[config.mk]
export PLATFORM = sky130hd
export DESIGN_NAME = dqpi_prod
export DESIGN_NICKNAME = d
export VERILOG_FILES = /design/src/rtl/dq_pi_current_controller_unit_defines.svh /design/src/rtl/dqpi_pkg.sv /design/src/rtl/dqpi_prod.sv
export SDC_FILE = /design/constraint.sdc
export NUM_CORES = 2
export LEC_CHECK = 0
export BUFFER_PORTS_ARGS = -buffer_cell sky130_fd_sc_hd__buf_2
export CORE_MARGIN = 2
export CORE_UTILIZATION = 50
export CTS_CLUSTER_SIZE = 24
export DETAILED_ROUTE_END_ITERATION = 10
export PLACE_DENSITY = 0.7
export SLEW_MARGIN = 10
export SYNTH_ARGS = -nofsm -noshare
export SYNTH_HDL_FRONTEND = slang
export SYNTH_SLANG_ARGS = --single-unit
[constraint.sdc]
create_clock -name i_clk -period 8.2 [get_ports i_clk]
set_input_delay 0.82 -clock i_clk [delete_from_list [all_inputs] [get_ports i_clk]]
set_output_delay 0.82 -clock i_clk [all_outputs]
set_load 0.05 [all_outputs]
[src/rtl/dq_pi_current_controller_unit_defines.svh]
// Assertion macros shared by the dq PI current controller RTL.
// Each macro expects i_clk and i_rst_n in the scope where it is used.
`ifndef DQ_PI_CURRENT_CONTROLLER_UNIT_DEFINES_SVH
`define DQ_PI_CURRENT_CONTROLLER_UNIT_DEFINES_SVH

// Check cons in the cycle after ante.
`define DQPI_ASSERT_NEXT(lbl, ante, cons, msg) \
    lbl: assert property (@(posedge i_clk) disable iff (!i_rst_n) (ante) |=> (cons)) \
        else $error(msg);

// Check cons in the same cycle as ante.
`define DQPI_ASSERT_NOW(lbl, ante, cons, msg) \
    lbl: assert property (@(posedge i_clk) disable iff (!i_rst_n) (ante) |-> (cons)) \
        else $error(msg);

`endif

[src/rtl/dqpi_pkg.sv]
// Shared types and constants for the dq PI current controller.
// No dependencies; used by every module of the block.
`timescale 1ns / 1ps
`default_nettype none

package dqpi_pkg;

    localparam int INTEG_BITS = 48;
    localparam int INTEG_FRAC = 32;
    localparam int GAIN_W     = 32;
    localparam int KP_FRAC    = 16;
    localparam int APB_AW     = 5;
    localparam int APB_DW     = 32;

    localparam logic [GAIN_W-1:0] KP_RESET = 32'h0001_0000;
    localparam logic [GAIN_W-1:0] KI_RESET = 32'h0000_0000;

    typedef enum logic [2:0] {
        REG_PROP_GAIN_D  = 3'd0,
        REG_INTEG_GAIN_D = 3'd1,
        REG_PROP_GAIN_Q  = 3'd2,
        REG_INTEG_GAIN_Q = 3'd3,
        REG_UPPER_LIM_D  = 3'd4,
        REG_LOWER_LIM_D  = 3'd5,
        REG_UPPER_LIM_Q  = 3'd6,
        REG_LOWER_LIM_Q  = 3'd7
    } t_reg_idx;

    // sample-wide control that rides along the pipeline
    typedef struct packed {
        logic ext;
        logic clr;
    } t_ctl;

    // sign information of the error for one axis
    typedef struct packed {
        logic err_neg;
        logic pre_pos;
        logic pre_neg;
    } t_axis_flags;

endpackage

`default_nettype wire

[src/rtl/dqpi_prod.sv]
// Error and gain product stages of one axis: error register, then the
// rounded proportional term and the capped integral increment. Uses dqpi_pkg.
`timescale 1ns / 1ps
`default_nettype none

module dqpi_prod
    import dqpi_pkg::*;
#(
    parameter int SAMPLE_WIDTH = 16
) (
    input  wire                              i_clk,
    input  wire                              i_ld_err,
    input  wire                              i_ld_prod,
    input  wire signed [SAMPLE_WIDTH-1:0]    i_ref,
    input  wire signed [SAMPLE_WIDTH-1:0]    i_meas,
    input  wire        [GAIN_W-1:0]          i_kp,
    input  wire        [GAIN_W-1:0]          i_ki,
    output logic signed [SAMPLE_WIDTH+17:0]  o_pv,
    output logic       [INTEG_BITS:0]        o_inc,
    output t_axis_flags                      o_flags
);

    localparam int W   = SAMPLE_WIDTH;
    localparam int PW  = W + GAIN_W;
    localparam int PRW = PW + 1;
    localparam int PMW = PRW - KP_FRAC;
    localparam int IW  = INTEG_BITS + 1;
    localparam int MW  = (PW > IW) ? PW : IW;
    localparam logic [PRW-1:0] P_HALF  = PRW'(1) << (KP_FRAC - 1);
    localparam logic [MW-1:0]  INC_CAP = MW'(1) << INTEG_BITS;

    logic signed [W:0]     err;
    logic                  r_neg;
    logic [W-1:0]          r_mag;
    logic [W:0]            err_abs;
    logic [PW-1:0]         pprod;
    logic [PRW-1:0]        prnd;
    logic [PMW-1:0]        pm;
    logic [PW-1:0]         iprod;
    logic [MW-1:0]         iprod_x;
    logic                  ki_nz;
    logic signed [PMW:0]   n_pv;
    logic [IW-1:0]         n_inc;
    t_axis_flags           n_flags;
    logic signed [PMW:0]   r_pv;
    logic [IW-1:0]         r_inc;
    t_axis_flags           r_flags;

    assign err     = $signed({i_ref[W-1], i_ref}) - $signed({i_meas[W-1], i_meas});
    assign err_abs = err[W] ? -err : err;

    always_ff @(posedge i_clk) begin
        if (i_ld_err) begin
            r_neg <= err[W];
            r_mag <= err_abs[W-1:0];
        end
    end

    assign pprod   = r_mag * i_kp;
    assign prnd    = {1'b0, pprod} + P_HALF;
    assign pm      = prnd[PRW-1:KP_FRAC];
    assign n_pv    = r_neg ? -$signed({1'b0, pm}) : $signed({1'b0, pm});

    assign iprod   = r_mag * i_ki;
    assign iprod_x = MW'(iprod);
    assign n_inc   = (iprod_x > INC_CAP) ? INC_CAP[IW-1:0] : iprod_x[IW-1:0];

    assign ki_nz           = (i_ki != '0);
    assign n_flags.err_neg = r_neg;
    assign n_flags.pre_pos = !r_neg && (r_mag != '0) && ki_nz;
    assign n_flags.pre_neg = r_neg && ki_nz;

    always_ff @(posedge i_clk) begin
        if (i_ld_prod) begin
            r_pv    <= n_pv;
            r_inc   <= n_inc;
            r_flags <= n_flags;
        end
    end

    assign o_pv    = r_pv;
    assign o_inc   = r_inc;
    assign o_flags = r_flags;

endmodule

`default_nettype wire

# Word-level counts from Yosys, hierarchy flattened

Index checks and enable logic that the tools add are counted.

Register bits after elaboration: 103
Word-level logic and storage cells: 25

Add/sub/neg operators: 4
Multiply operators: 2
$lt $le $gt $ge: 1
Mux-type cells: 3
Reduce and logical (&&, ||, !) cells: 6

Operators with widths:

| cell                                                                    | number |
|---|---|
| 16-bit by 32-bit multiplier with 48-bit output                          | 2 |
| 48-bit by 16-bit adder with 49-bit output (second input constant)       | 1 |
| 48-bit by 49-bit > comparator with 1-bit output (second input constant) | 1 |
| 49-bit 2-to-1 mux                                                       | 1 |
| 33-bit negator with 34-bit output                                       | 1 |
| 33-bit 2-to-1 mux                                                       | 1 |
| 32-bit nonzero test                                                     | 1 |
| 16-bit by 16-bit subtractor with 17-bit output                          | 1 |
| 16-bit 2-to-1 mux                                                       | 1 |
| 16-bit negator                                                          | 1 |
| 16-bit nonzero test                                                     | 1 |
| 1-bit logical AND                                                       | 3 |
| 1-bit logical NOT                                                       | 1 |

# Longest topological paths before layout

Word-level depth: 4
Depth in mapped cells: 28

# Worst setup path before layout

Ideal clock, no wire load.

Kind: input to register
Start: input port i_kp[14]
End: register r_pv[32] (netlist: o_pv[32]), data pin
Data arrival time: 7.589 ns
Data required time: 7.930 ns
Setup slack: 0.342 ns
Cell stages on the path: 24
Path buffers: 1
Cell sequence: clkbuf_1 -> and2_1 -> fa_1 -> inv_1 -> fa_1 -> inv_1 -> fa_1 -> inv_1 -> fa_1 -> fa_1 -> fa_1 -> inv_1 -> ha_1 -> and2_1 -> nand3_1 -> a2111oi_0 -> a221o_1 -> a211oi_2 -> o31ai_1 -> xor2_1 -> a211o_1 -> or4_4 -> o41ai_2 -> xor2_1

Longest elaborated chain between the ends: 4

RTL lines:

| element                                          | RTL line        | source |
|---|---|---|
| start, declared                                  | dqpi_prod.sv:16 | `input wire [GAIN_W-1:0] i_kp,` |
| 16-bit by 32-bit multiplier with 48-bit output * | dqpi_prod.sv:59 | `assign pprod = r_mag * i_kp;` |
| 48-bit by 16-bit adder with 49-bit output *      | dqpi_prod.sv:60 | `assign prnd = {1'b0, pprod} + P_HALF;` |
| 33-bit negator with 34-bit output                | dqpi_prod.sv:62 | `assign n_pv = r_neg ? -$signed({1'b0, pm}) : $signed({1'b0, pm});` |
| 33-bit 2-to-1 mux *                              | dqpi_prod.sv:62 |  |
| named net n_pv[32]                               | dqpi_prod.sv:42 | `logic signed [PMW:0] n_pv;` |
| end signal, assigned                             | dqpi_prod.sv:75 | `r_pv <= n_pv;` |
| end, declared                                    | dqpi_prod.sv:45 | `logic signed [PMW:0] r_pv;` |

Mark *: on every way through the listed nets, which the timed path passes. The rest lies on a longest branch.
A chain may end at the register's enable or synchronous reset.

# Final worst setup path

Start: register r_mag[14]
End: register r_pv[29] (netlist: o_pv[29]), data pin

Longest elaborated chain between the ends: 4

RTL lines:

| element                                          | RTL line        | source |
|---|---|---|
| start, declared                                  | dqpi_prod.sv:34 | `logic [W-1:0] r_mag;` |
| start signal, assigned                           | dqpi_prod.sv:55 | `r_mag <= err_abs[W-1:0];` |
| 16-bit by 32-bit multiplier with 48-bit output * | dqpi_prod.sv:59 |  |
| 48-bit by 16-bit adder with 49-bit output *      | dqpi_prod.sv:60 |  |
| 33-bit negator with 34-bit output                | dqpi_prod.sv:62 |  |
| 33-bit 2-to-1 mux *                              | dqpi_prod.sv:62 |  |
| named net n_pv[29]                               | dqpi_prod.sv:42 |  |

Marked as above.

==> out/qor.txt <==
startpoint types = flop
Synth top area share = 44.71%
clock root cell = clkbuf_16
Std-Cell Rows = 100
total gr overflow = 0
cell breakdown of the critical path = buf_4 -> and2_1 -> fa_1 -> fa_1 -> fa_1 -> fa_1 -> fa_1 -> inv_1 -> fa_1 -> inv_1 -> ha_1 -> a21o_1 -> a21o_1 -> a21oi_1 -> o2111ai_1 -> o21ai_0 -> xnor2_1 -> or4_1 -> nor4_4 -> nand3_1 -> o31ai_1 -> xnor2_1
Synth area leader = fa_1
dominant synthesized flop cell = edfxtp_1
Synth cell types = 68
achievable frequency = 0.1273 GHz
CORE AREA = 0.07432 sq mm
hold crit path type = flop to flop
flop-to-flop setup slack = 0.34 ns
fin area = 0.04039 sq mm
Max clock buf depth = 2
synthesized area = 0.03747 sq mm
vias in the first global route = 30273
area delta synth->final = 7.783%
Slowest-stage cell, CP = edfxtp_1
die area = 0.07716 sq mm
initial antenna violation count = 11
fraction of layout cells with a size suffix above 1 = 8.291%
H-tree depth = 3
RePlAce Congestion = 0.9029
Via density = 5.326
top post-synthesis cells by count = inv_1, fa_1, nand2_1, and2_1, ha_1
yosys warns = 0
Die Span X = 277.8 um
clk_skew = 0.01513 ns
final hold vios = 0
Clk pin slew, worst setup/hold paths = 0.08 ns
drc violations = 0
WL final = 93.74 mm
gr usage total = 25.59%
crit path capture type = flop
Final Max Slew Viols = 0
Detail Placement HPWL = 77.64 mm
max incr delay on CP = 0.85 ns
largest cells by area after synthesis = fa_1, ha_1, inv_1
Die Span Y = 277.8 um
syn nets = 5396
Initial Util = 50.42%
# Max-Cap Violations = 0
cts bufs inserted = 9
TritonRoute pass-1 iters = 5
crit path max fanout = 13
synthesized instance count = 4173
FFs w/ async S/R, synth = 0%
Worst-Skew Late Latency = 0.41 ns
actual slew at the worst max-slew pin = 0.8760 ns
Post-Syn Area per Cell = 8.980 sq um
input/output buffers = 183
first-pass GRT wire length = 156.5 mm
critical path required time = 8.35 ns
clk sinks = 102
most used cell, CP = fa_1
final setup vio count = 0
Worst Path Arrival = 8.01 ns
Tcrit/Tclk final = 95.82%
post-route ant nets = 0
TritonCTS clock tree = done
most frequent cell after synthesis = inv_1
DR WL/cell = 17.76 um
Post-DP Area = 0.03983 sq mm
NumNets Final = 5524
CTS Hold Buffers Added = 0
WS Path Type = flop to flop
relative max-transition margin = 39.93%
total number of vias = 28111
largest net degree at the start of global routing = 51
register bit count reported by yosys = 102
Boundary Pins = 185
EDFF count, synth = 102
starting DRC count in detailed routing = 1701
post-synthesis sequential area ratio = 8.173%
Final Critical Period = 7.857 ns
outcome = finished clean
-- stage by stage --
step	util (%)	setup TNS (ns)	setup WS (ns)	instances	hold WS [ns]
after floorplan	-	0	0.3417	4173	0.4244
after detailed placement	53.59	-0.01050	-0.01050	5242	0.8511
after CTS	54.04	0	0.2196	5258	0.8342
after global routing	54.34	-0.09052	-0.04749	5277	0.8772
final	54.35	0	0.3429	5278	0.8407
after global placement	53.59	0	0.07010	5242	0.8194
-- critical path: cells and delay by family (launching register included) --
family	cells	cell delay, ns
compound gates	6	1.48
xor+xnor	2	0.31
buf+inv	3	0.36
flops	1	0.85
simple gates	4	1.34
fa+ha+maj	7	3.25
-- state kept, by name, summed over array words and instances, names as in the netlist --
signal,flops
r_mag,16
o_flags,3
r_neg,1
o_pv,34
o_inc,48
-- final cells by class --
| type | instances | area, sq um |
|---|---|---|
| multi-input cells | 2921 | 30120 |
| clock inverters | 7 | 110.1 |
| fillers | 6876 | 33930 |
| inverters | 946 | 3551 |
| repair buffers | 321 | 2105 |
| diodes | 3 | 7.507 |
| well taps | 969 | 1212 |
| clock buffers | 9 | 225.2 |
| flip-flops and latches | 102 | 3063 |
-- worst paths after layout --
kind / startpoint / end / cells past startpoint
setup / recovery: r_mag[14] / o_pv[29] / 22
hold reg to reg: r_neg / o_flags[2] / 1
hold / removal: r_neg / o_flags[2] / 1
setup reg to reg: r_mag[14] / o_pv[29] / 22
-- what timing repair did --
action | CTS | global route
buffers inserted | 0 | 17
resized for setup | 0 | 5
setup endpoints to repair | 0 | 16
-- metal layers --
layer | GRT usage (%) | vias to the layer above | wire [um]
met3 | 4.363 | 139 | 6004
met2 | 43.53 | 874 | 46030
met1 | 34.06 | 14318 | 39530
met4 | 6.486 | 16 | 2081
li1 | - | 12764 | -
met5 | 0 | - | 96
-- cell families after synthesis --
kind of cell,synth area share [%]
flops,8.173
simple gates,17.06
other cells,0.01001
xor+xnor,2.875
buf+inv,11.53
compound gates,5.943
fa+ha+maj,54.30
mux,0.1102
-- placed cells by master, fill, tap and decap left out, types with 4 or more instances in the layout --
master     synthesis  final
inv_1            946    946
fa_1             837    837
nand2_1          708    708
and2_1           392    392
ha_1             287    287
buf_2              1    182
buf_4              1    127
edfxtp_1         102    102
a21oi_1           99     99
xnor2_1           86     86
nor2_1            58     58
o21ai_0           56     55
a21o_1            44     44
xor2_1            37     37
nand3_1           32     32
nand4_1           25     25
nor3_1            22     22
o21bai_1          19     19
nor4_1            21     19
and3_1            16     16
o31ai_1           16     16
nor2b_1           14     14
o21a_1            13     13
buf_12             0     12
a211oi_1          11     11
a31oi_1           12     11
nand2b_1          10     10
or3_1             10     10
clkbuf_16          0      9
o211ai_1           8      8
a211o_1            7      7
and4_1             7      7
or2_2              7      7
a2111oi_0          6      6
a311oi_1           6      6
a21boi_0           5      5
o2111ai_1          4      4
or4_1              4      4
Power is not shown: default switching activity piles up to over one toggle a cycle in this logic, so the estimate is an artifact.
