## src/rtl/dq_pi_current_controller_unit_defines.svh

```systemverilog
// Assertion macros shared by the dq PI current controller RTL.
// Each macro expects i_clk and i_rst_n in the scope where it is used.
`ifndef DQ_PI_CURRENT_CONTROLLER_UNIT_DEFINES_SVH
`define DQ_PI_CURRENT_CONTROLLER_UNIT_DEFINES_SVH

// Check cons in the cycle after ante.
`define DQPI_ASSERT_NEXT(lbl, ante, cons, msg) \
    lbl: assert property (@(posedge i_clk) disable iff (!i_rst_n) (ante) |=> (cons)) \
        else $error(msg);

// Check cons in the same cycle as ante.
`define DQPI_ASSERT_NOW(lbl, ante, cons, msg) \
    lbl: assert property (@(posedge i_clk) disable iff (!i_rst_n) (ante) |-> (cons)) \
        else $error(msg);

`endif

```

## src/rtl/dqpi_pkg.sv

```systemverilog
// Shared types and constants for the dq PI current controller.
// No dependencies; used by every module of the block.
`timescale 1ns / 1ps
`default_nettype none

package dqpi_pkg;

    localparam int INTEG_BITS = 48;
    localparam int INTEG_FRAC = 32;
    localparam int GAIN_W     = 32;
    localparam int KP_FRAC    = 16;
    localparam int APB_AW     = 5;
    localparam int APB_DW     = 32;

    localparam logic [GAIN_W-1:0] KP_RESET = 32'h0001_0000;
    localparam logic [GAIN_W-1:0] KI_RESET = 32'h0000_0000;

    typedef enum logic [2:0] {
        REG_PROP_GAIN_D  = 3'd0,
        REG_INTEG_GAIN_D = 3'd1,
        REG_PROP_GAIN_Q  = 3'd2,
        REG_INTEG_GAIN_Q = 3'd3,
        REG_UPPER_LIM_D  = 3'd4,
        REG_LOWER_LIM_D  = 3'd5,
        REG_UPPER_LIM_Q  = 3'd6,
        REG_LOWER_LIM_Q  = 3'd7
    } t_reg_idx;

    // sample-wide control that rides along the pipeline
    typedef struct packed {
        logic ext;
        logic clr;
    } t_ctl;

    // sign information of the error for one axis
    typedef struct packed {
        logic err_neg;
        logic pre_pos;
        logic pre_neg;
    } t_axis_flags;

endpackage

`default_nettype wire

```

## src/rtl/dqpi_regs.sv

```systemverilog
// Configuration register file with an APB-style slave port.
// Depends on dqpi_pkg for register indexes, widths and reset values.
`timescale 1ns / 1ps
`default_nettype none

module dqpi_regs
    import dqpi_pkg::*;
#(
    parameter int SAMPLE_WIDTH = 16
) (
    input  wire                            i_clk,
    input  wire                            i_rst_n,
    input  wire                            psel,
    input  wire                            penable,
    input  wire                            pwrite,
    input  wire        [APB_AW-1:0]        paddr,
    input  wire        [APB_DW-1:0]        pwdata,
    output logic       [APB_DW-1:0]        prdata,
    output logic                           pready,
    output logic       [GAIN_W-1:0]        o_kp_d,
    output logic       [GAIN_W-1:0]        o_ki_d,
    output logic       [GAIN_W-1:0]        o_kp_q,
    output logic       [GAIN_W-1:0]        o_ki_q,
    output logic signed [SAMPLE_WIDTH-1:0] o_up_d,
    output logic signed [SAMPLE_WIDTH-1:0] o_lo_d,
    output logic signed [SAMPLE_WIDTH-1:0] o_up_q,
    output logic signed [SAMPLE_WIDTH-1:0] o_lo_q
);

    localparam logic [SAMPLE_WIDTH-1:0] LIM_MAX = {1'b0, {(SAMPLE_WIDTH-1){1'b1}}};
    localparam logic [SAMPLE_WIDTH-1:0] LIM_MIN = {1'b1, {(SAMPLE_WIDTH-1){1'b0}}};

    logic [GAIN_W-1:0]       r_kp_d, r_ki_d, r_kp_q, r_ki_q;
    logic [SAMPLE_WIDTH-1:0] r_up_d, r_lo_d, r_up_q, r_lo_q;
    t_reg_idx                idx;
    logic                    wr;

    assign idx    = t_reg_idx'(paddr[APB_AW-1:2]);
    assign wr     = psel && penable && pwrite;
    assign pready = 1'b1;

    always_ff @(posedge i_clk) begin
        if (!i_rst_n) begin
            r_kp_d <= KP_RESET;
            r_ki_d <= KI_RESET;
            r_kp_q <= KP_RESET;
            r_ki_q <= KI_RESET;
            r_up_d <= LIM_MAX;
            r_lo_d <= LIM_MIN;
            r_up_q <= LIM_MAX;
            r_lo_q <= LIM_MIN;
        end else if (wr) begin
            case (idx)
                REG_PROP_GAIN_D:  r_kp_d <= pwdata;
                REG_INTEG_GAIN_D: r_ki_d <= pwdata;
                REG_PROP_GAIN_Q:  r_kp_q <= pwdata;
                REG_INTEG_GAIN_Q: r_ki_q <= pwdata;
                REG_UPPER_LIM_D:  r_up_d <= pwdata[SAMPLE_WIDTH-1:0];
                REG_LOWER_LIM_D:  r_lo_d <= pwdata[SAMPLE_WIDTH-1:0];
                REG_UPPER_LIM_Q:  r_up_q <= pwdata[SAMPLE_WIDTH-1:0];
                REG_LOWER_LIM_Q:  r_lo_q <= pwdata[SAMPLE_WIDTH-1:0];
                default: begin
                end
            endcase
        end
    end

    always_comb begin
        case (idx)
            REG_PROP_GAIN_D:  prdata = r_kp_d;
            REG_INTEG_GAIN_D: prdata = r_ki_d;
            REG_PROP_GAIN_Q:  prdata = r_kp_q;
            REG_INTEG_GAIN_Q: prdata = r_ki_q;
            REG_UPPER_LIM_D:  prdata = APB_DW'($signed(r_up_d));
            REG_LOWER_LIM_D:  prdata = APB_DW'($signed(r_lo_d));
            REG_UPPER_LIM_Q:  prdata = APB_DW'($signed(r_up_q));
            REG_LOWER_LIM_Q:  prdata = APB_DW'($signed(r_lo_q));
            default:          prdata = '0;
        endcase
    end

    assign o_kp_d = r_kp_d;
    assign o_ki_d = r_ki_d;
    assign o_kp_q = r_kp_q;
    assign o_ki_q = r_ki_q;
    assign o_up_d = $signed(r_up_d);
    assign o_lo_d = $signed(r_lo_d);
    assign o_up_q = $signed(r_up_q);
    assign o_lo_q = $signed(r_lo_q);

endmodule

`default_nettype wire

```

## config.mk

```make
export PLATFORM = sky130hd
export DESIGN_NAME = dqpi_regs
export DESIGN_NICKNAME = d
export VERILOG_FILES = /design/src/rtl/dq_pi_current_controller_unit_defines.svh /design/src/rtl/dqpi_pkg.sv /design/src/rtl/dqpi_regs.sv
export SDC_FILE = /design/constraint.sdc
export NUM_CORES = 1
export LEC_CHECK = 0
export BUFFER_PORTS_ARGS = -buffer_cell sky130_fd_sc_hd__buf_2
export CAP_MARGIN = 10
export CELL_PAD_IN_SITES_DETAIL_PLACEMENT = 0
export CELL_PAD_IN_SITES_GLOBAL_PLACEMENT = 1
export CORE_MARGIN = 1.5
export CORE_UTILIZATION = 40
export DETAILED_ROUTE_END_ITERATION = 6
export HOLD_SLACK_MARGIN = 0.12
export PLACE_DENSITY = 0.81
export SLEW_MARGIN = 10
export SYNTH_ARGS = -nofsm -noshare
export SYNTH_HDL_FRONTEND = slang
export SYNTH_SLANG_ARGS = --single-unit
```

## constraint.sdc

```tcl
create_clock -name i_clk -period 3.5 [get_ports i_clk]
set_input_delay 0.175 -clock i_clk [delete_from_list [all_inputs] [get_ports i_clk]]
set_output_delay 0.175 -clock i_clk [all_outputs]
set_load 0.01 [all_outputs]
```

Yosys cells after proc, flatten, opt, wreduce, memory -nomap -nowiden

Index checks and enable logic that the tools add are counted.
W data, S select, Z words.

ROM bits: 0
Output and inout port bits: 225
Register bits: 192
Latch bits: 0
RAM bits: 0
Memories kept: 0
Word-level logic and storage cells: 27
Bits of input ports: 42

Multiplexer cells: 1
Shifts and indexed selects: 0
$lt $le $gt $ge: 0
Reduce and logical (&&, ||, !) cells: 11
Multipliers: 0
Bitwise gates (word level): 0
Eq/ne operators: 7
Divide/modulo/power cells: 0
$add $sub $neg: 0

Operators by type and width:

| kind                 | count |
|---|---|
| $pmux W32 S8         | 1 |
| $reduce_and A2 Y1    | 8 |
| $eq A3 B3 Y1 const B | 4 |
| $eq A3 B2 Y1 const B | 2 |
| $eq A3 B1 Y1 const B | 1 |
| $logic_not A3 Y1     | 1 |
| $logic_and A1 B1 Y1  | 2 |

Logic depth before layout (Yosys ltp)

Gate-level depths: netlist (run 1).

Depth in word-level cells: 3
Gate-level depth with buffers: 7
Depth with buffers taken out: 4

Least setup slack after synthesis (run 1)

No wires, ideal clock.

Path type: input to output
Start: in paddr[4]
End: out prdata[18]
Cell stages on the path: 5
Slack: 2,094 ps
Path buffers: 3
Data arrival time: 1,231 ps
Required time: 3,325 ps
Cells stage by stage: buf_4 > or3_1 > clkbuf_1 > clkbuf_1 > o22a_1

Word-level cells in the longest chain between the ends: 2
Elaborated cells between the ends (all ways): 9
Those cells by class: eq/ne (7); mux (1); reduce/logical (1)

RTL lines:

| element                                    | line            | RTL |
|---|---|---|
| from (decl)                                | dqpi_regs.sv:16 | `input wire [APB_AW-1:0] paddr,` |
| $eq A3 B3 Y1, or another cell as far along | dqpi_regs.sv:69 | `case (idx)` |
| $pmux W32 S8 *                             | dqpi_regs.sv:69 |  |
| to (decl)                                  | dqpi_regs.sv:18 | `output logic [APB_DW-1:0] prdata,` |

Mark *: on every way between the ends. The rest lies on a longest branch, timed or not.

Final worst setup path (run 1)

Start: in paddr[4]
End: out prdata[28]

Same word-level chain as after synthesis.

==> results list, run 1 <==
- Mean area per synthesized cell: 8.076 um^2
* Area of all sequential standard cells: 3844 um^2
- Vias in the first global route: 8110
- Most used standard cells in the synthesized netlist: sky130_fd_sc_hd__nand2_1 (393), sky130_fd_sc_hd__dfxtp_1 (192), sky130_fd_sc_hd__a21boi_0 (87)
- After synthesis the cells add up to 8924 um^2.
* Reg clk slew, reported paths: 70 ps
- For the final database, setup skew stands at 0 ps.
- Antenna violations before repair: 2
- The number of pins with negative max-slew slack in the final report is 0.
* Crit path arrival time: 2270 ps
- The share of total power dissipated in the clock network is 0.435.
- Setup repair after global routing missed its margin: false
- The first detailed-routing pass ran for 7 iterations.
* Count of nets left with antenna violations after detail routing: 0
- For this run, the register share of the synthesized area comes to 0.4307.
* CTS root buf: sky130_fd_sc_hd__clkbuf_16
* Number of warning messages in the yosys log: 0
- CTS sink cnt: 192
- Via count: 8698
- In the global route stage, met3 resource usage came out at 0.05432.
- Power spread over the standard cell area amounts to 421.6 nW/um^2.
- Type of the worst setup path: primary input to output pin
- Share of Yosys cell area claimed by the top area cell type: 0.4307
- Count of buffers inserted at the top-level ports: 263
- Data required, critical path: 3320 ps
- Number of maximum-capacitance violations: 0
* Post-CTS setup buffers: 0
- Result of the run: complete, no violations
- Yosys cell types: 44
- Number of clock buffers inserted by TritonCTS: 17
- Slew at the pin with the worst max-slew slack: ~1000 ps
- Entering global routing, the biggest net connects 83 pins.
* Total setup violations reported at the end of the flow: 0
* Gr ovfl total: 0
- The routed design has 31620 um of wire.
- Primary FF master, synth: sky130_fd_sc_hd__dfxtp_1
- Counting along the longest clock path gives a buffer depth of 2.
- Crit path max fanout: 47
- Number of instances in the synthesized netlist: 1105
- Clock tree from TritonCTS: built
- Final core utilization: 0.5135
- Met2 Track Usage GR: 0.4316
- From synthesis to final layout, the design area changed by 25.59%.
- Mean routed wirelength per cell: 19.38 um
- Combinational cell fraction of total power: 0.096
* Maximum frequency from static timing analysis: just over 0.4 GHz
- Internal power of the cells: 3.553 mW
- Fill cells in the final layout number ~2.1k.
- Yosys attributes the largest share of cell area to sky130_fd_sc_hd__dfxtp_1 (43%), sky130_fd_sc_hd__nand2_1 (17%), sky130_fd_sc_hd__a21boi_0 (7.3%).
- Core Region: between 20000 and 25000 um^2
- Dividing the detail-routed via count by the number of cells gives 5.330.
- Yosys mapped a number of flops with a built-in enable equal to 0.
- CTS built an H-tree with a depth of 4.
* Share of power burned in registers: 0.469
- The global routing stage identified its most utilized layer as met2.
* Share of layout cells above drive strength 1: 0.2578
* Ratio of final minimum period to clock period: 0.6999
- GP Congestion: 0.8310
- Adding up every negative setup slack in the final design gives 0 ps.
- Initial core utilization: 0.4089
- The floorplan step defined a die boundary enclosing 23210 um^2.
- Remaining routing DRC violations: 0
* Cell with the most instances after synthesis: sky130_fd_sc_hd__nand2_1
- For this design the static power due to leakage is 4.753 nW.
- Counting every net in the synthesized netlist gives 1147.
- For the worst-skew pair, the clock arrives at the later sink with an insertion delay of 430 ps.
* DIE WIDTH: 152.4 um
- The final count of hold timing violations is 0.
- Detailed placement ended at an HPWL of 20680 um.
- Of the total power, the share spent switching nets is 0.2480.
* Area occupied by multi-input gates: around 4500 um^2
- In the final design database the tool counted 1379 nets.
- GRT met1 Usage: 0.3530
- STA classifies the critical path startpoint as a primary input.
- Wire length of the first global-routing pass: about 48000 um
* Maximum vdd drop: 0.0003327 V
- For this run, the total global-route usage over all layers was measured as 0.2670.
- The die is ~150 um tall.
- The number of gates resized after CTS was 0.
- The worst path needs 2450 ps of the cycle, external delays included.
- During I/O placement, the number of pins put on the boundary was roughly 270.
- The biggest area contributor in the post-synthesis netlist is sky130_fd_sc_hd__dfxtp_1.
- The analysis attributes to net switching a power of 1.172 mW.
- DRT iter0 DRCs: 505
- In the synthesized netlist the async set-or-reset flop fraction comes to 0.
- Measured against its own limit, the worst slew margin works out to 0.3064.
- Seq cells post-synth: between 150 and 200
- CP endpoint kind: output pin
- After floorplanning, the core was divided into 54 placement rows.
* Type of the most critical hold path: primary input to flop
[what timing repair did]
action	in CTS	in global routing
setup endpoints to repair	0	0
endpoints found under the hold margin	188	0
hold buffers	32	0
[routing by layer]
metal  vias up  routed length (um)
li1       4178                   -
met1      4122               13830
met2       349               14630
met3        49                2338
met4         0                 830
met5         -                   0
[critical path, cell delays in order]
cell and delay, ps:
sky130_fd_sc_hd__buf_2 750, sky130_fd_sc_hd__or3_2 880, sky130_fd_sc_hd__o22a_1 290, sky130_fd_sc_hd__buf_2 150
[state kept, by name (all words and copies together) (netlist names)]
register  flops
o_ki_d       32
o_ki_q       32
o_kp_d       32
o_kp_q       32
o_lo_d       16
o_lo_q       16
o_up_d       16
o_up_q       16
[cells by family after synthesis]
logic type | after synthesis | synth area share
simple gates | 507 | 0.2360
flops | 192 | 0.4307
buf+inv | 114 | 0.06548
mux | 35 | 0.04192
compound gates | 256 | 0.2255
other cells | 1 | 0.0004202
[metrics by stage]
stage          hold WS (ps)  std cells  cell area [um^2]  setup slack [ps]  power, mW
6_report              287.3       1632             11210              1050      4.725
5_1_grt               315.3       1632             11210             963.8      4.879
4_1_cts               265.0       1630             11200              1083      4.746
3_5_place_dp          445.3       1566             10270              1009      2.691
3_3_place_gp          448.6       1566             10270              1054      2.692
2_1_floorplan         299.0       1105              8924              2094      2.537
[power groups by stage]
stage | logic (mW) | clock network, mW | registers (mW)
6_report | 0.454 | 2.05 | 2.22
5_1_grt | 0.488 | 2.17 | 2.22
4_1_cts | 0.453 | 2.08 | 2.22
3_5_place_dp | 0.423 | 0 | 2.27
3_3_place_gp | 0.424 | 0 | 2.27
2_1_floorplan | 0.265 | 0 | 2.27
[cells in the final DEF, fill, tap and decap left out, types with 14 or more instances in the layout]
cell                              n
sky130_fd_sc_hd__a21boi_0        87
sky130_fd_sc_hd__a21boi_1        72
sky130_fd_sc_hd__a221oi_1        23
sky130_fd_sc_hd__a22oi_1         20
sky130_fd_sc_hd__buf_2          262
sky130_fd_sc_hd__buf_4           18
sky130_fd_sc_hd__clkbuf_16       17
sky130_fd_sc_hd__dfxtp_1        192
sky130_fd_sc_hd__dlygate4sd3_1   32
sky130_fd_sc_hd__mux2_2          19
sky130_fd_sc_hd__mux2i_1         16
sky130_fd_sc_hd__nand2_1        393
sky130_fd_sc_hd__nand2b_1        14
sky130_fd_sc_hd__nand3_1         33
sky130_fd_sc_hd__nor2_1          41
sky130_fd_sc_hd__o22a_1          19
[worst paths after layout]
check,startpoint,endpoint,slack (ps),cells past startpoint
worst max-delay path,paddr[4],prdata[28],1050,4
worst min-delay path,i_rst_n,o_kp_q[16],290,2
worst max register to register,o_ki_d[14],o_ki_d[14],2770,2
worst min register to register,o_ki_q[19],o_ki_q[19],460,2
[area by class of cell]
type,instances,share of cell area
Multi-Input combinational cell,799,0.4039
Sequential cell,192,0.3430
Timing Repair Buffer,315,0.1630
Clock buffer,20,0.04075
Tap cell,280,0.03126
Clock inverter,12,0.01362
Inverter,12,0.004019
Antenna cell,2,0.0004466
(Power assumes the default switching activity.)
==> run 2, diff against run 1 <==
Settings changed: CORE_UTILIZATION 40 to 34, PLACE_DENSITY 0.81 to 0.73.
Clock period 3.5 ns to 2 ns, I/O delays scaled along.
==> run 2 against run 1 <==
Compared with the run above: sequential share of layout area fell by 0.89 points; sequential power grew 75%; clock-buffer cell count shrank 2; critical path depth increased by 2; critical path type is now flop to output pin.
==> results list, run 2 (synthesized netlist as in run 1, its figures left out) <==
* Number of hold violations in the final report: 0 (unchanged)
- Number of buffers on the longest clock path: 2 (unchanged)
- Count of pins on the block boundary: 267 (unchanged)
* DIE WIDTH: 165.0 um (+8.3%)
- Half-perimeter wire length after placement: 22020 um (+6.4%)
- Most frequent cells in the layout: sky130_fd_sc_hd__nand2_1 (390), sky130_fd_sc_hd__buf_2 (261), sky130_fd_sc_hd__dfxtp_1 (192)
- The vias after detailed routing was 8600 (-1.1%).
- Number of clock buffers inserted by TritonCTS: 17 (unchanged)
* Fillers: 2617 (+22%)
* Wire length of the first global-routing pass: 48490 um (+0.67%)
- CTS root buf: sky130_fd_sc_hd__clkbuf_16
- For this run, the top clock speed supported by timing is 0.5366 GHz.
- The worst hold path terminates at o_ki_q[6].
* Vias in the first global route: 8073 (-0.46%)
* R2R Setup Slk: 1270 ps (-1500 ps)
- The final-report setup violation count was 0 (unchanged).
- Post-route cell area: 11510 um^2 (+2.7%)
- Leaving out fill and tap cells, the most frequent cell in the layout is sky130_fd_sc_hd__nand2_1.
- The fraction of final layout cells with drive strength greater than 1 is 0.2690 (+0.01123).
* Reg clk slew, reported paths: 70 ps (about the same)
- Setup repair after global routing left no endpoint under its margin.
- The ratio of total power to cell area came to 710.5 nW/um^2 (+69%).
- The slew of the pin with the lowest slew margin is 747.9 ps (-292.6 ps).
- The total length of routed wires was 32560 um (+3.0%).
- Clock tree from TritonCTS: built
* CTS sink cnt: 192 (unchanged)
- The final setup TNS was 0 ps (unchanged).
* Result of the run: complete, no violations
- Site row count: 59 (+9.3%)
- Pin count of the biggest net entering global routing: 69 (-17%)
- The startpoint identified for the worst hold timing path is penable.
- The worst setup path is captured at an output pin.
- The post-place instance area is 10560 um^2 (+2.8%).
* Leakage: 4.856 nW (+2.2%)
- From synthesis to final layout, the design area changed by 28.94%.
- Die H: 165.0 um (+8.3%)
- DRT iter0 DRCs: 475 (-5.9%)
- The depth of the CTS H-tree is 4 (unchanged).
- The average via count per standard cell is 5.047 (-5.3%).
- The number of pins with negative max-slew slack in the final report was 0 (unchanged).
- Gr ovfl total: 0 (unchanged)
- The die area came to 27230 um^2 (+17%).
- Initial core utilization: 0.3444 (-0.06451)
- The maximum net fanout on the critical path is 17 (-64%).
* Clk Latency, worst-skew pair: 420 ps (about the same)
- GP Congestion: 0.7876 (-5.2%)
- The headroom to the max-slew limit is 0.5014 (+0.1950).
- The number of cells on the worst reg-to-reg path is 2 (unchanged).
- Clock period minus worst slack: 1864 ps
- The number of nets in the finished design is 1397 (+1.3%).
- Detailed Routing Iterations Pass 1: 5 (-2)
- CP startpoint kind: flop
- Type of the most critical hold path: primary input to flop
- The peak supply drop was 0.0004103 V (+23%).
* Total design power: 8.175 mW (+73%)
- In this run the critical register-to-register path is launched from o_ki_d[11].
- The arrival time of the worst setup path came to 1760 ps (-510 ps).
- Final core utilization: 0.4441 (-0.06947)
* Count of nets left with antenna violations after detail routing: 0 (unchanged)
- The endpoint identified for the worst register-to-register timing path is o_ki_d[11].
* Core Region: 25910 um^2 (+19%)
- GRT Util Overall: 0.2379 (-0.02913)
* Number of cells on the worst hold path: 5 (+3)
- Data required, critical path: 1900 ps (-1420 ps)
* Clock skew after layout: 0 ps (unchanged)
- The critical path in this run is classified as flop to output pin.
* Ratio of final minimum period to clock period: 0.9318
- The number of antenna violations at the first check in global routing is 1 (-1).
- Count of buffers inserted at the top-level ports: 263 (unchanged)
* Remaining routing DRC violations: 0 (unchanged)
- The max-capacitance violation count came to 0 (unchanged).
* Mean routed wirelength per cell: 19.11 um (-1.4%)
run 2: cell count changes in the layout (fill, tap and decap cells not counted), sizes merged:
cell and delta:
clkinvlp +3, clkinv -1, inv +1, clkbuf -2
bufinv -1, dlygate4sd3 +1, buf +17, diode -1
run 2: how the worst max path moves through the flow:
stage | endpoint | slack (ps) | depth (start not counted) | startpoint
4_1_cts | prdata[17] | 120 | 6 | o_up_d[15]
5_1_grt | prdata[28] | 40 | 6 | o_up_d[15]
2_1_floorplan | prdata[15] | 710 | 5 | o_up_d[15]
3_3_place_gp | prdata[28] | 180 | 6 | paddr[2]
3_5_place_dp | prdata[17] | 90 | 6 | paddr[4]
6_report | prdata[17] | 140 | 6 | o_up_d[15]
run 2: where the power goes:
group	total, mW	internal (mW)	leakage, nW	switching, mW
sequential	3.88	3.85	1.55	0.0284
combinational	0.830	0.351	3.03	0.479
clock	3.46	1.87	0.277	1.60
total	8.17	6.07	4.86	2.10
run 2: worst max-delay path, stage by stage, from the launching register on:
cell,delay (ps)
sky130_fd_sc_hd__dfxtp_1,330
sky130_fd_sc_hd__nor2b_1,110
sky130_fd_sc_hd__a2bb2oi_1,260
sky130_fd_sc_hd__o22ai_4,120
sky130_fd_sc_hd__buf_12,170
sky130_fd_sc_hd__o22a_1,190
sky130_fd_sc_hd__buf_2,140
run 2: repair_timing:
action,4_1_cts,5_1_grt
hold buffers,33,0
setup endpoints to repair,17,0
hold endpoints to repair,192,0
buffers inserted,1,0
gates resized for setup,1,0
run 2: through the flow:
step	hold WS [ps]	setup WS [ps]	instances
2_1_floorplan	224.0	713.2	1105
3_3_place_gp	375.2	182.3	1637
3_5_place_dp	378.9	91.61	1637
4_1_cts	211.6	115.5	1703
5_1_grt	230.5	35.91	1703
6_report	231.8	136.4	1704
run 2: area by class of cell:
| cell class | instances | area, um^2 | area share |
|---|---|---|---|
| multi-input cells | 799 | 4542 | 0.3947 |
| well taps | 335 | 419.2 | 0.03643 |
| inverters | 12 | 45.04 | 0.003915 |
| flip-flops and latches | 192 | 3844 | 0.3341 |
| clock buffers | 18 | 429.2 | 0.03730 |
| repair buffers | 333 | 2067 | 0.1796 |
| diodes | 1 | 2.502 | 0.0002175 |
| clock inverters | 14 | 157.7 | 0.01370 |
run 2: per-layer routing:
layer  wire length [um]  global-route usage  share of wire
met1              15050              0.3148           0.46
met2              15010              0.3914           0.46
met5                  7                   0        0.00021
met4                351             0.05487          0.011
met3               2144             0.05475          0.066
==> run 3, diff against run 2 <==
Settings changed: CELL_PAD_IN_SITES_DETAIL_PLACEMENT 0 to unset, CELL_PAD_IN_SITES_GLOBAL_PLACEMENT 1 to unset, CORE_UTILIZATION 34 to 47.
==> run 3 against run 2 <==
Compared with the run above: sequential power is essentially flat; die area shrank 27%; global-route usage grew 6.2 points; critical path type unchanged; sequential share of layout area grew 0.70 points; setup slack lost 48 ps; via count grew 3.5%; clock power shrank 6.1%; critical path depth is the same; combinational power shrank 2%; clock-buffer cell count grew 1; routed wire length shrank 7.4%; clock skew is the same.
==> results list, run 3 (synthesized netlist as in run 1, its figures left out) <==
* Worst hold slack: 232.9 ps (+1.058 ps)
* Slew at the pin with the worst max-slew slack: 853.1 ps (+105.2 ps)
- Crit path arrival time: 1810 ps (+50 ps)
- The setup slack of the worst register-to-register path was 1250 ps (-20 ps).
- Aggregate negative setup slack: 0 ps (unchanged)
- The chip height came to 140.8 um (-15%).
* Maximum frequency from static timing analysis: 0.5230 GHz (-2.5%)
* Mean routed wirelength per cell: 18.78 um (-1.7%)
- Via count: 8898 (+3.5%)
- The internal power component is 5.947 mW (-2.1%).
* Share of total power consumed by net switching: 0.2512 (-0.005951)
* DRT iter0 DRCs: 725 (+53%)
- The largest net degree at the start of global routing came to 107 (+55%).
- Most frequent cells in the layout: sky130_fd_sc_hd__nand2_1 (393), sky130_fd_sc_hd__buf_2 (262), sky130_fd_sc_hd__dfxtp_1 (192)
- The standard cell core area is 18640 um^2 (-28%).
* Detailed Routing Iterations Pass 1: 5 (unchanged)
- The headroom to the max-slew limit came to 0.4299 (-0.07151).
* Vias in the first global route: 8254 (+2.2%)
- Source of the worst register-to-register timing path: o_kp_d[19]
- The minimum clock period after layout was 1912 ps (+48.48 ps).
- CTS placed an instance of sky130_fd_sc_hd__clkbuf_16 at the clock tree root.
- Number of maximum-capacitance violations: 0 (unchanged)
- Leakage: 4.816 nW (-0.82%)
- Result of the run: complete, no violations
- The depth of the CTS H-tree was 4 (unchanged).
* Number of buffers on the longest clock path: 2 (unchanged)
- Crit path max fanout: 17 (unchanged)
* Gr ovfl total: 0 (unchanged)
- GP Congestion: 0.8439 (+7.1%)
- The startpoint identified for the worst hold timing path is penable.
- Total routed wirelength: 30140 um (-7.4%)
* Final Slew Violations: 0 (unchanged)
- The fraction of final layout cells with drive strength greater than 1 came to 0.2668 (-0.002193).
- Clk Latency, worst-skew pair: 430 ps (about the same)
* Met3 routed WL: 2731 um (+27%)
* Detailed route wirelength on metal2: 14040 um (-6.5%)
- The proportion of power drawn by flip-flops and latches was 0.489 (+0.014).
- Combinational cell fraction of total power: 0.102 (about the same)
* CP startpoint kind: flop
- Met1 wire length: 12660 um (-16%)
* Count of pins on the block boundary: 267 (unchanged)
- Setup repair after global routing left no endpoint under its margin.
* Crit-path leading delay family: compound AO/OA/AOI/OAI gates
- The area of the multi-input gates is 4534 um^2 (-0.17%).
* Final Net Count: 1397 (unchanged)
- TritonCTS built the clock tree.
- Count of nets left with antenna violations after detail routing: 0 (unchanged)
* Area of all sequential standard cells: 3844 um^2 (unchanged)
- The final count of hold timing violations was 0 (unchanged).
* Data required, critical path: 1900 ps (about the same)
- The ratio of total power to cell area came to 704.8 nW/um^2 (-0.80%).
* Buffering stage count on the worst path with inverters included: 2 (unchanged)
- Sequence of cells on the critical path: nor2b_1 -> a2bb2oi_1 -> o22ai_4 -> buf_12 -> o22a_1 -> buf_2
- The average via count per standard cell was 5.544 (+9.8%).
* Number of logic stages on the critical path including buffering: 6 (unchanged)
- Maximum vdd drop: 0.0005665 V (+38%)
* GRT Util Overall: 0.3003 (+0.06242)
- The cell count of the worst hold path was 5 (unchanged).
- The area growth from synthesis to layout is 26.28%.
- Total setup violations reported at the end of the flow: 0 (unchanged)
* Half-perimeter wire length after placement: 20280 um (-7.9%)
- The total of buffers placed on input and output ports was 263 (unchanged).
- The worst setup path is of the flop to output pin kind.
- Cells on worst reg2reg path: 2 (unchanged)
- Type of the most critical hold path: primary input to flop
* Antenna violations before repair: 3 (+2)
- The clock group share of total power was 0.409 (-0.015).
- Ratio of final minimum period to clock period: 0.9560 (+0.02424)
- The most critical setup path has its startpoint at o_up_d[15].
- Most common library cell in the layout ignoring fill and taps: sky130_fd_sc_hd__nand2_1
* Remaining routing DRC violations: 0 (unchanged)
- CTS sink cnt: 192 (unchanged)
- The worst setup path is captured at an output pin.
* DIE WIDTH: 140.8 um (-15%)
- Signal routing reaches up to met4.
- The delay of the slowest cell on the worst path was 340 ps (about the same).
* Reg clk slew, reported paths: 70 ps (about the same)
- Clock skew after layout: 0 ps (unchanged)
- The initial cell density of the core was 0.4787 (+0.1343).
- Net switching power: 1.995 mW (-5.1%)
- Area of the die: 19820 um^2 (-27%)
- The number of placement rows was 50 (-15%).
- The slowest stage of the critical path belongs to the cell sky130_fd_sc_hd__dfxtp_1.
* Fillers: 1679 (-36%)
- The number of clock buffers inserted by TritonCTS is 17 (unchanged).
* Wire length of the first global-routing pass: 46000 um (-5.1%)
run 3: changes by cell type in the layout (fill, tap and decap cells not counted):
| cell | delta |
|---|---|
| sky130_fd_sc_hd__diode_2 | +2 |
| sky130_fd_sc_hd__bufinv_16 | -1 |
| sky130_fd_sc_hd__clkinvlp_4 | -1 |
| sky130_fd_sc_hd__buf_2 | +1 |
| sky130_fd_sc_hd__nand2_2 | -3 |
| sky130_fd_sc_hd__inv_8 | -2 |
| sky130_fd_sc_hd__buf_12 | -6 |
| sky130_fd_sc_hd__clkinv_2 | +3 |
| sky130_fd_sc_hd__buf_4 | +5 |
| sky130_fd_sc_hd__nand2_1 | +3 |
| sky130_fd_sc_hd__clkbuf_8 | +1 |
run 3: metrics by stage:
stage	cell area, um^2	power [mW]	util	std cells	setup slack, ps
2_1_floorplan	8924	4.440	-	1105	713.2
3_3_place_gp	10350	4.704	0.5550	1536	131.6
3_5_place_dp	10350	4.710	0.5550	1536	113.3
4_1_cts	11260	7.987	0.6040	1602	85.75
5_1_grt	11270	8.182	0.6044	1605	24.40
6_report	11270	7.942	0.6044	1605	87.92
run 3: area by class of cell:
type | count | area share
multi-input combinational | 799 | 0.4024
sequential | 192 | 0.3411
timing repair buffer | 333 | 0.1765
clock buffer | 19 | 0.03931
tap | 234 | 0.02598
clock inverter | 13 | 0.009993
inverter | 12 | 0.003997
antenna | 3 | 0.0006662
run 3: layer usage:
| layer | track usage | vias up |
|---|---|---|
| met5 | 0 | - |
| met4 | 0.1135 | 0 |
| met3 | 0.06895 | 48 |
| met2 | 0.4885 | 428 |
| met1 | 0.3891 | 4222 |
| li1 | - | 4200 |
run 3: what timing repair did:
item	in CTS	in global routing
gates resized for setup	1	0
hold buffers	33	0
hold endpoints to repair	192	0
setup endpoints to repair	17	0
buffers inserted	1	0
run 3: power groups by stage:
stage | clock (mW) | combinational, mW | sequential (mW)
floorplan | 0 | 0.463 | 3.98
global placement | 0 | 0.736 | 3.97
detailed placement | 0 | 0.742 | 3.97
CTS | 3.30 | 0.807 | 3.88
global route | 3.43 | 0.870 | 3.88
finish | 3.25 | 0.813 | 3.88
run 3: worst min-delay path, delay by kind of cell:
family,cells,cell delay (ps)
AO/OA/AOI/OAI,1,60
AND/OR/NAND/NOR,3,310
buffers and inverters,1,140
run 3: path summary, 6_finish.rpt:
| kind | to |
|---|---|
| max reg2reg | o_kp_d[19] |
| max | prdata[22] |
| min | o_ki_q[6] |
| min reg2reg | o_ki_q[28] |
